### src/rtl/core/qdsw_pkg.sv
package qdsw_pkg;

    localparam int WINDOW_DEPTH_DEF = 9;
    localparam int WHEEL_COUNT_DEF  = 3;
    localparam int OUT_WHEELS       = 3;
    localparam int COUNT_W          = 32;
    localparam int MISS_W           = 16;
    localparam int PHASE_W          = 2;
    localparam int FUNC_W           = 2;
    localparam int BITS_W           = 3;
    localparam int IN_TDATA_W       = 8;
    localparam int IN_TUSER_W       = FUNC_W;
    localparam int OUT_TDATA_W      = OUT_WHEELS * (2 * COUNT_W + MISS_W);

    localparam logic [MISS_W-1:0] MISS_MAX = '1;

    // Gray code {B,A} to phase
    localparam logic [PHASE_W-1:0] GRAY_TO_PHASE [4] = '{2'd0, 2'd1, 2'd3, 2'd2};

    typedef enum logic [FUNC_W-1:0] {
        FUNC_SAMPLE = 2'd0,
        FUNC_TICK   = 2'd1,
        FUNC_CLEAR  = 2'd2
    } t_func;

    typedef enum logic [PHASE_W-1:0] {
        DELTA_HOLD = 2'd0,
        DELTA_UP   = 2'd1,
        DELTA_MISS = 2'd2,
        DELTA_DOWN = 2'd3
    } t_delta;

    typedef enum logic [1:0] {
        DIR_NONE = 2'd0,
        DIR_UP   = 2'd1,
        DIR_DOWN = 2'd2
    } t_dir;

    typedef struct packed {
        logic sample;
        logic tick;
        logic clear;
    } t_wheel_ctl;

    typedef struct packed {
        logic [COUNT_W-1:0] count;
        logic [COUNT_W-1:0] speed;
        logic [MISS_W-1:0]  misses;
    } t_wheel_res;

endpackage

### src/rtl/core/qdsw_wheel.sv
module qdsw_wheel import qdsw_pkg::*; (
    input  logic               i_clk,
    input  logic               i_rst_n,
    input  t_wheel_ctl         i_ctl,
    input  logic               i_a,
    input  logic               i_b,
    input  logic [COUNT_W-1:0] i_oldest,
    output logic [COUNT_W-1:0] o_count,
    output t_wheel_res         o_res
);

    logic [PHASE_W-1:0] r_phase, n_phase;
    t_dir               r_dir, n_dir;
    logic [COUNT_W-1:0] r_count, n_count;
    logic [COUNT_W-1:0] r_speed, n_speed;
    logic [MISS_W-1:0]  r_misses, n_misses;
    logic [PHASE_W-1:0] phase_new;
    t_delta             delta;

    always_comb begin
        phase_new = GRAY_TO_PHASE[{i_b, i_a}];
        delta     = t_delta'(phase_new - r_phase);
        n_phase   = r_phase;
        n_dir     = r_dir;
        n_count   = r_count;
        n_speed   = r_speed;
        n_misses  = r_misses;
        if (i_ctl.sample) begin
            n_phase = phase_new;
            unique case (delta)
                DELTA_HOLD: begin
                end
                DELTA_UP: begin
                    n_dir   = DIR_UP;
                    n_count = r_count + COUNT_W'(1);
                end
                DELTA_DOWN: begin
                    n_dir   = DIR_DOWN;
                    n_count = r_count - COUNT_W'(1);
                end
                DELTA_MISS: begin
                    // skipped phase: move two steps the way we last went
                    if (r_dir == DIR_UP) begin
                        n_count = r_count + COUNT_W'(2);
                    end else if (r_dir == DIR_DOWN) begin
                        n_count = r_count - COUNT_W'(2);
                    end
                    if (r_misses != MISS_MAX) begin
                        n_misses = r_misses + MISS_W'(1);
                    end
                end
            endcase
        end
        if (i_ctl.tick) begin
            n_speed = r_count - i_oldest;
        end
        if (i_ctl.clear) begin
            n_count  = '0;
            n_misses = '0;
        end
    end

    always_ff @(posedge i_clk) begin
        if (!i_rst_n) begin
            r_phase  <= '0;
            r_dir    <= DIR_NONE;
            r_count  <= '0;
            r_speed  <= '0;
            r_misses <= '0;
        end else begin
            r_phase  <= n_phase;
            r_dir    <= n_dir;
            r_count  <= n_count;
            r_speed  <= n_speed;
            r_misses <= n_misses;
        end
    end

    assign o_count = r_count;
    assign o_res   = '{count: n_count, speed: n_speed, misses: n_misses};

    a_tick_holds_count: assert property (@(posedge i_clk) disable iff (!i_rst_n)
        i_ctl.tick && !i_ctl.clear |=> r_count == $past(r_count))
        else $error("count moved on a speed tick");

    a_misses_monotonic: assert property (@(posedge i_clk) disable iff (!i_rst_n)
        !i_ctl.clear |=> r_misses >= $past(r_misses))
        else $error("miss count fell without a clear");

endmodule

### src/rtl/core/qdsw_hist.sv
module qdsw_hist import qdsw_pkg::*; #(
    parameter int DEPTH  = WINDOW_DEPTH_DEF,
    parameter int WHEELS = WHEEL_COUNT_DEF
) (
    input  logic                      i_clk,
    input  logic                      i_rst_n,
    input  logic                      i_tick,
    input  logic [WHEELS*COUNT_W-1:0] i_wr_row,
    output logic [WHEELS*COUNT_W-1:0] o_oldest
);

    localparam int ROW_W = WHEELS * COUNT_W;
    localparam int PTR_W = $clog2(DEPTH);

    function automatic logic [PTR_W-1:0] ptr_inc(input logic [PTR_W-1:0] p);
        ptr_inc = (p == PTR_W'(DEPTH - 1)) ? '0 : p + PTR_W'(1);
    endfunction

    logic [ROW_W-1:0] r_mem [DEPTH];
    logic [DEPTH-1:0] r_valid;
    logic [PTR_W-1:0] r_ptr, n_ptr;
    logic [PTR_W-1:0] rd_addr;
    logic [ROW_W-1:0] r_rdata;

    // prefetch the row after the next write slot; it is the oldest at the next tick
    assign n_ptr   = i_tick ? ptr_inc(r_ptr) : r_ptr;
    assign rd_addr = ptr_inc(n_ptr);

    always_ff @(posedge i_clk) begin
        if (!i_rst_n) begin
            r_ptr   <= '0;
            r_valid <= '0;
        end else begin
            r_ptr <= n_ptr;
            if (i_tick) begin
                r_valid[r_ptr] <= 1'b1;
            end
        end
    end

    always_ff @(posedge i_clk) begin
        if (i_tick) begin
            r_mem[r_ptr] <= i_wr_row;
        end
    end

    always_ff @(posedge i_clk) begin
        if (i_tick && rd_addr == r_ptr) begin
            r_rdata <= i_wr_row;
        end else if (r_valid[rd_addr]) begin
            r_rdata <= r_mem[rd_addr];
        end else begin
            r_rdata <= '0;
        end
    end

    assign o_oldest = r_rdata;

    a_ptr_in_range: assert property (@(posedge i_clk) disable iff (!i_rst_n)
        r_ptr <= PTR_W'(DEPTH - 1))
        else $error("history pointer beyond window");

    a_row_marked: assert property (@(posedge i_clk) disable iff (!i_rst_n)
        i_tick |=> r_valid[$past(r_ptr)] && r_ptr != $past(r_ptr))
        else $error("history write not recorded");

endmodule

### src/rtl/core/quadrature_decode_speed_window.sv
// Pipeline: an accepted request is held in the input register, then its result is
// captured in the result register, which drives o_m_axis_tvalid; a stall holds both.
// Throughput: one request per cycle unless output stalls; per-wheel decode and count
// update is a single pass, and the oldest history row is prefetched from ring memory.
// Reset: synchronous, active low; clears counts, misses, speeds, phases, directions,
// the ring pointer and one valid bit per history row, so no clearing pass is needed.
module quadrature_decode_speed_window import qdsw_pkg::*; #(
    parameter int WINDOW_DEPTH = WINDOW_DEPTH_DEF,
    parameter int WHEEL_COUNT  = WHEEL_COUNT_DEF
) (
    input  logic                   i_clk,
    input  logic                   i_rst_n,
    input  logic                   i_s_axis_tvalid,
    output logic                   o_s_axis_tready,
    // [2:0] phase_a_bits, [5:3] phase_b_bits, [7:6] zero
    input  logic [IN_TDATA_W-1:0]  i_s_axis_tdata,
    // [1:0] func
    input  logic [IN_TUSER_W-1:0]  i_s_axis_tuser,
    output logic                   o_m_axis_tvalid,
    input  logic                   i_m_axis_tready,
    // [95:0] wheel0..2_count, [191:96] wheel0..2_speed, [239:192] wheel0..2_misses
    output logic [OUT_TDATA_W-1:0] o_m_axis_tdata
);

    localparam int ROW_W = WHEEL_COUNT * COUNT_W;

    logic              r_s1_valid;
    logic [FUNC_W-1:0] r_s1_func;
    logic [BITS_W-1:0] r_s1_a;
    logic [BITS_W-1:0] r_s1_b;
    logic              s1_fire;
    logic              in_fire;
    t_wheel_ctl        ctl;

    logic                   r_out_valid;
    logic [OUT_TDATA_W-1:0] r_out_data;
    logic [OUT_TDATA_W-1:0] n_out_data;

    logic [ROW_W-1:0] wr_row;
    logic [ROW_W-1:0] oldest;
    t_wheel_res       res [WHEEL_COUNT];

    assign s1_fire         = r_s1_valid && (!r_out_valid || i_m_axis_tready);
    assign o_s_axis_tready = !r_s1_valid || s1_fire;
    assign in_fire         = i_s_axis_tvalid && o_s_axis_tready;

    always_ff @(posedge i_clk) begin
        if (!i_rst_n) begin
            r_s1_valid <= 1'b0;
        end else if (o_s_axis_tready) begin
            r_s1_valid <= i_s_axis_tvalid;
        end
    end

    always_ff @(posedge i_clk) begin
        if (in_fire) begin
            r_s1_func <= i_s_axis_tuser[FUNC_W-1:0];
            r_s1_a    <= i_s_axis_tdata[BITS_W-1:0];
            r_s1_b    <= i_s_axis_tdata[2*BITS_W-1:BITS_W];
        end
    end

    always_comb begin
        ctl = '0;
        if (s1_fire) begin
            unique case (t_func'(r_s1_func))
                FUNC_SAMPLE: ctl.sample = 1'b1;
                FUNC_TICK:   ctl.tick   = 1'b1;
                FUNC_CLEAR:  ctl.clear  = 1'b1;
                default: begin
                end
            endcase
        end
    end

    for (genvar w = 0; w < WHEEL_COUNT; w++) begin : g_wheel
        logic a_bit, b_bit;
        if (w < BITS_W) begin : g_live
            assign a_bit = r_s1_a[w];
            assign b_bit = r_s1_b[w];
        end else begin : g_idle
            assign a_bit = 1'b0;
            assign b_bit = 1'b0;
        end

        qdsw_wheel u_wheel (
            .i_clk    (i_clk),
            .i_rst_n  (i_rst_n),
            .i_ctl    (ctl),
            .i_a      (a_bit),
            .i_b      (b_bit),
            .i_oldest (oldest[w*COUNT_W +: COUNT_W]),
            .o_count  (wr_row[w*COUNT_W +: COUNT_W]),
            .o_res    (res[w])
        );
    end

    qdsw_hist #(
        .DEPTH  (WINDOW_DEPTH),
        .WHEELS (WHEEL_COUNT)
    ) u_hist (
        .i_clk    (i_clk),
        .i_rst_n  (i_rst_n),
        .i_tick   (ctl.tick),
        .i_wr_row (wr_row),
        .o_oldest (oldest)
    );

    for (genvar w = 0; w < OUT_WHEELS; w++) begin : g_out
        if (w < WHEEL_COUNT) begin : g_used
            assign n_out_data[w*COUNT_W +: COUNT_W]                       = res[w].count;
            assign n_out_data[(OUT_WHEELS + w)*COUNT_W +: COUNT_W]        = res[w].speed;
            assign n_out_data[2*OUT_WHEELS*COUNT_W + w*MISS_W +: MISS_W]  = res[w].misses;
        end else begin : g_unused
            assign n_out_data[w*COUNT_W +: COUNT_W]                       = '0;
            assign n_out_data[(OUT_WHEELS + w)*COUNT_W +: COUNT_W]        = '0;
            assign n_out_data[2*OUT_WHEELS*COUNT_W + w*MISS_W +: MISS_W]  = '0;
        end
    end

    always_ff @(posedge i_clk) begin
        if (!i_rst_n) begin
            r_out_valid <= 1'b0;
        end else if (s1_fire) begin
            r_out_valid <= 1'b1;
        end else if (i_m_axis_tready) begin
            r_out_valid <= 1'b0;
        end
    end

    always_ff @(posedge i_clk) begin
        if (s1_fire) begin
            r_out_data <= n_out_data;
        end
    end

    assign o_m_axis_tvalid = r_out_valid;
    assign o_m_axis_tdata  = r_out_data;

    a_s1_kept: assert property (@(posedge i_clk) disable iff (!i_rst_n)
        r_s1_valid && !s1_fire |=> r_s1_valid && $stable(r_s1_func) && $stable(r_s1_a))
        else $error("staged request lost while stalled");

    a_fire_fills_out: assert property (@(posedge i_clk) disable iff (!i_rst_n)
        s1_fire |=> r_out_valid)
        else $error("result not presented after update");

endmodule
### config.mk
export PLATFORM = sky130hd
export DESIGN_NAME = quadrature_decode_speed_window
export DESIGN_NICKNAME = d
export VERILOG_FILES = /design/src/rtl/core/qdsw_pkg.sv /design/src/rtl/core/qdsw_wheel.sv /design/src/rtl/core/qdsw_hist.sv /design/src/rtl/core/quadrature_decode_speed_window.sv
export SDC_FILE = /design/constraint.sdc
export NUM_CORES = 2
export LEC_CHECK = 0
export ABC_AREA = 1
export BUFFER_PORTS_ARGS = -buffer_cell sky130_fd_sc_hd__buf_2
export CORE_ASPECT_RATIO = 0.6
export CORE_MARGIN = 5
export CORE_UTILIZATION = 63
export CTS_BUF_LIST = sky130_fd_sc_hd__clkbuf_16
export DETAILED_ROUTE_END_ITERATION = 6
export HOLD_SLACK_MARGIN = 0.08
export PLACE_DENSITY = 0.86
export SLEW_MARGIN = 20
export SYNTH_ARGS = -nofsm -noshare
export SYNTH_HDL_FRONTEND = slang
export SYNTH_SLANG_ARGS = --single-unit
### constraint.sdc
create_clock -name i_clk -period 10.26 [get_ports i_clk]
set_input_delay 1.026 -clock i_clk [delete_from_list [all_inputs] [get_ports i_clk]]
set_output_delay 1.026 -clock i_clk [all_outputs]
set_load 0.01 [all_outputs]
==> flow_metrics.py <==
metrics = {
    "job": {
        "cap_violations": 0,
    },
    "worst_setup_path": {
        "worstSetupStartpointType": "flip-flop",
        "worst_ep_required_time_ns": 10.94,
        "crit_type": "flip-flop to flip-flop",
        "crit_path_end_kind": "flip-flop",
        "cp.arrival_ns": 8.22,
        "path_max_fanout": 139,
        "ff2ff_setup_slack_ns": 2.71,
    },
    "finish": {
        "final_cell_mix": "nand2_1, nand3_1, edfxtp_1",
        "nFillCells": 8783,
        "nNetsFinal": 8773,
        "post-route-util_pct": 69.2,
        "syn_to_final_growth_pct": 9.01,
        "final_cell_area_um2": 80800,
        "final_common_cell": "nand2_1",
        "drive_gt1_share_pct": 7.96,
        "regArea_um2": 40700,
        "multi_input_area_um2": 27800,
    },
    "yosys": {
        "yosys.area_share.simple_pct": 26.5,
        "synth_compound_area_share_pct": 6.36,
        "synth_top_family_by_area": "simple AND/OR/NAND/NOR gates",
        "synth-main-ff-cell": "edfxtp_1",
        "synth_edf_count": 1112,
        "synth_mux_area_share_pct": 0,
        "syn_nets": 8745,
        "synth.avg_cell_area_um2": 8.60,
        "seq_area_frac_synth_pct": 54.9,
        "synth_fa_ha_area_share_pct": 2.06,
        "synthesis.area_um2": 74100,
        "ys_ff_latch": 1475,
        "async_reset_ff_share_pct": 0,
        "yosysWarnings": 0,
        "synth_cells": 8611,
        "yosysUniqueCellTypes": 61,
        "synth_xor_xnor_area_share_pct": 2.43,
    },
    "cts": {
        "clock_sinks": 1475,
        "root_buffer": "clkbuf_16",
        "postCtsHoldBufs": 0,
        "cts_buffers": 134,
        "htree_levels": 4,
        "clk_latency_ns": 0.79,
        "clk_pin_slew_ns": 0.07,
        "cts_setup_buffers": 0,
        "cts_resized": 0,
        "clockBufferDepth": 3,
        "cts_tree": "done",
    },
    "timing": {
        "setup_slack_ns": 2.71,
        "fin_tns_setup_ns": 0,
        "report.final.slew_viol_count": 0,
        "relSlewSlack_pct": 18.5,
        "min_period_over_period_pct": 73.5,
        "max_freq_mhz": 133,
        "rsz0062_at_grt": "no",
        "tightest_slew_ns": 1.21,
        "final.setup_skew_ns": 0.0325,
        "setup_viol": 0,
        "hold_violations": 0,
        "fin_crit_ns": 7.55,
    },
    "run_status": {
        "violations": "design-rule violations",
        "status": "finished, violations left",
    },
    "placement": {
        "place_ws_ns": 2.53,
        "place_congestion": 0.958,
        "dp.final_hpwl_um": 141000,
        "dpl-instance-area_um2": 76100,
        "port_buffers": 253,
    },
    "die": {
        "chipWidth_um": 453,
        "core_area_um2": 117000,
        "fp.dieH_um": 276,
        "initial_core_util_pct": 63.5,
        "die_area_um2": 125000,
        "io_pins": 256,
        "rows": 97,
    },
    "detailed_routing": {
        "vias": 63400,
        "drc": 2,
        "drt-wirelength-per-cell_um": 22.0,
        "viasPerCell": 6.13,
        "drt-pass1-iter-count": 7,
        "wl_um": 227000,
        "detail-route-antenna-nets": 0,
        "drt-initial-drc-count": 10000,
    },
    "grt": {
        "gr-total-overflow": 0,
        "grt_max_degree": 223,
        "antenna_found_initial": 9,
        "track_usage_pct": 35.6,
        "grt_pass1_vias": 59800,
        "grt_pass1_wl_um": 345000,
    },
    "power": {
        "irDropWorstVdd_uv": 128,
        "total_power_w": 0.0137,
        "p_per_area_nw_per_um2": 169,
        "leakage_nw": 35.1,
    },
    "hold_path": {
        "hold_path_class": "input pin to flip-flop",
    },
}
==> per-layer routing <==
metal	routed length (um)	vias to the layer above	track usage, %
met5	13	-	0
met2	96800	4490	52.8
met3	32500	578	8.85
li1	-	28700	-
met1	90100	29600	51.4
met4	7570	2	12.4
==> Yosys cell counts (all sizes together) (17+ instances only) <==
cell | count | area share [%]
ha | 117 | 2.0
inv | 941 | 4.8
a21o | 17 | 0.17
xnor2 | 36 | 0.43
nor3 | 123 | 0.85
nor2 | 843 | 4.3
and2 | 57 | 0.48
o21bai | 23 | 0.25
clkinv | 19 | 0.098
or2 | 67 | 0.57
buf | 226 | 1.7
nand2 | 1951 | 9.9
edfxtp | 1112 | 45
clkbuf | 232 | 1.2
a21oi | 316 | 2.1
nand4 | 41 | 0.37
nor4 | 55 | 0.46
dfxtp | 363 | 9.8
o21ai | 381 | 2.6
xor2 | 169 | 2.0
nand3 | 1385 | 9.4
==> area by class of cell <==
cell class | count | area share (%)
flip-flops and latches | 1475 | 50.3
multi-input cells | 5718 | 34.4
inverters | 960 | 4.51
clock buffers | 141 | 4.37
repair buffers | 350 | 2.52
well taps | 1584 | 2.45
clock inverters | 109 | 1.36
diodes | 2 | 0.00620
==> logic make-up after synthesis <==
logic type / after synthesis
compound gates: 854
xor+xnor: 205
fa+ha+maj: 120
buf+inv: 1418
flops: 1475
simple gates: 4539
==> registers in the layout, summed over array words and instances, names as in the netlist <==
signal                    cells
r_s1_a                        3
u_hist.r_ptr                  4
g_wheel.u_wheel.r_misses     48
r_s1_func                     2
u_hist.o_oldest              96
u_hist.r_mem                864
g_wheel.u_wheel.r_dir         6
o_m_axis_tvalid               1
u_hist.r_valid                9
o_m_axis_tdata              240
g_wheel.u_wheel.r_speed      96
g_wheel.u_wheel.o_count      96
r_s1_valid                    1
r_s1_b                        3
g_wheel.u_wheel.r_phase       6
==> path summary, 6_finish.rpt <==
check                            startpoint                             end  cells past startpoint
min                       i_s_axis_tdata[3]                       r_s1_b[0]                      1
max                            r_s1_func[1]             u_hist.o_oldest[49]                     19
max reg2reg                    r_s1_func[1]             u_hist.o_oldest[49]                     19
min reg2reg  g_wheel[0].u_wheel.r_speed[22]  g_wheel[0].u_wheel.r_speed[22]                      2
==> power by group <==
part           internal, W  switching (W)  total (W)
clock network      0.00296        0.00235    0.00531
registers          0.00649      0.0000808    0.00657
logic             0.000523        0.00127    0.00179
total              0.00997        0.00370     0.0137
==> metrics by stage <==
stage          hold WS [ns]  cells
6_report              0.411  10300
5_1_grt               0.396  10300
4_1_cts               0.375  10300
3_5_place_dp          0.460  10100
3_3_place_gp          0.450  10100
2_1_floorplan         0.441   8611
==> worst max-delay path, stage by stage, from the launching register on <==
cell and delay, ns:
edfxtp_1 0.45, inv_2 0.13, nand4_4 0.22, inv_4 0.74, o21ai_2 0.26, inv_8 0.62, ha_4 0.26, nand3_4 0.75
nand2_4 1.05, buf_4 0.89, nand2_1 0.12, nand2_1 0.13, nand3_1 0.17, nor2_4 0.15, buf_4 0.71, nor2_1 0.15
nand2_1 0.14, inv_1 0.05, nand2_1 0.05, nand2_1 0.06
No activity file was read; power rests on OpenSTA's default activity.
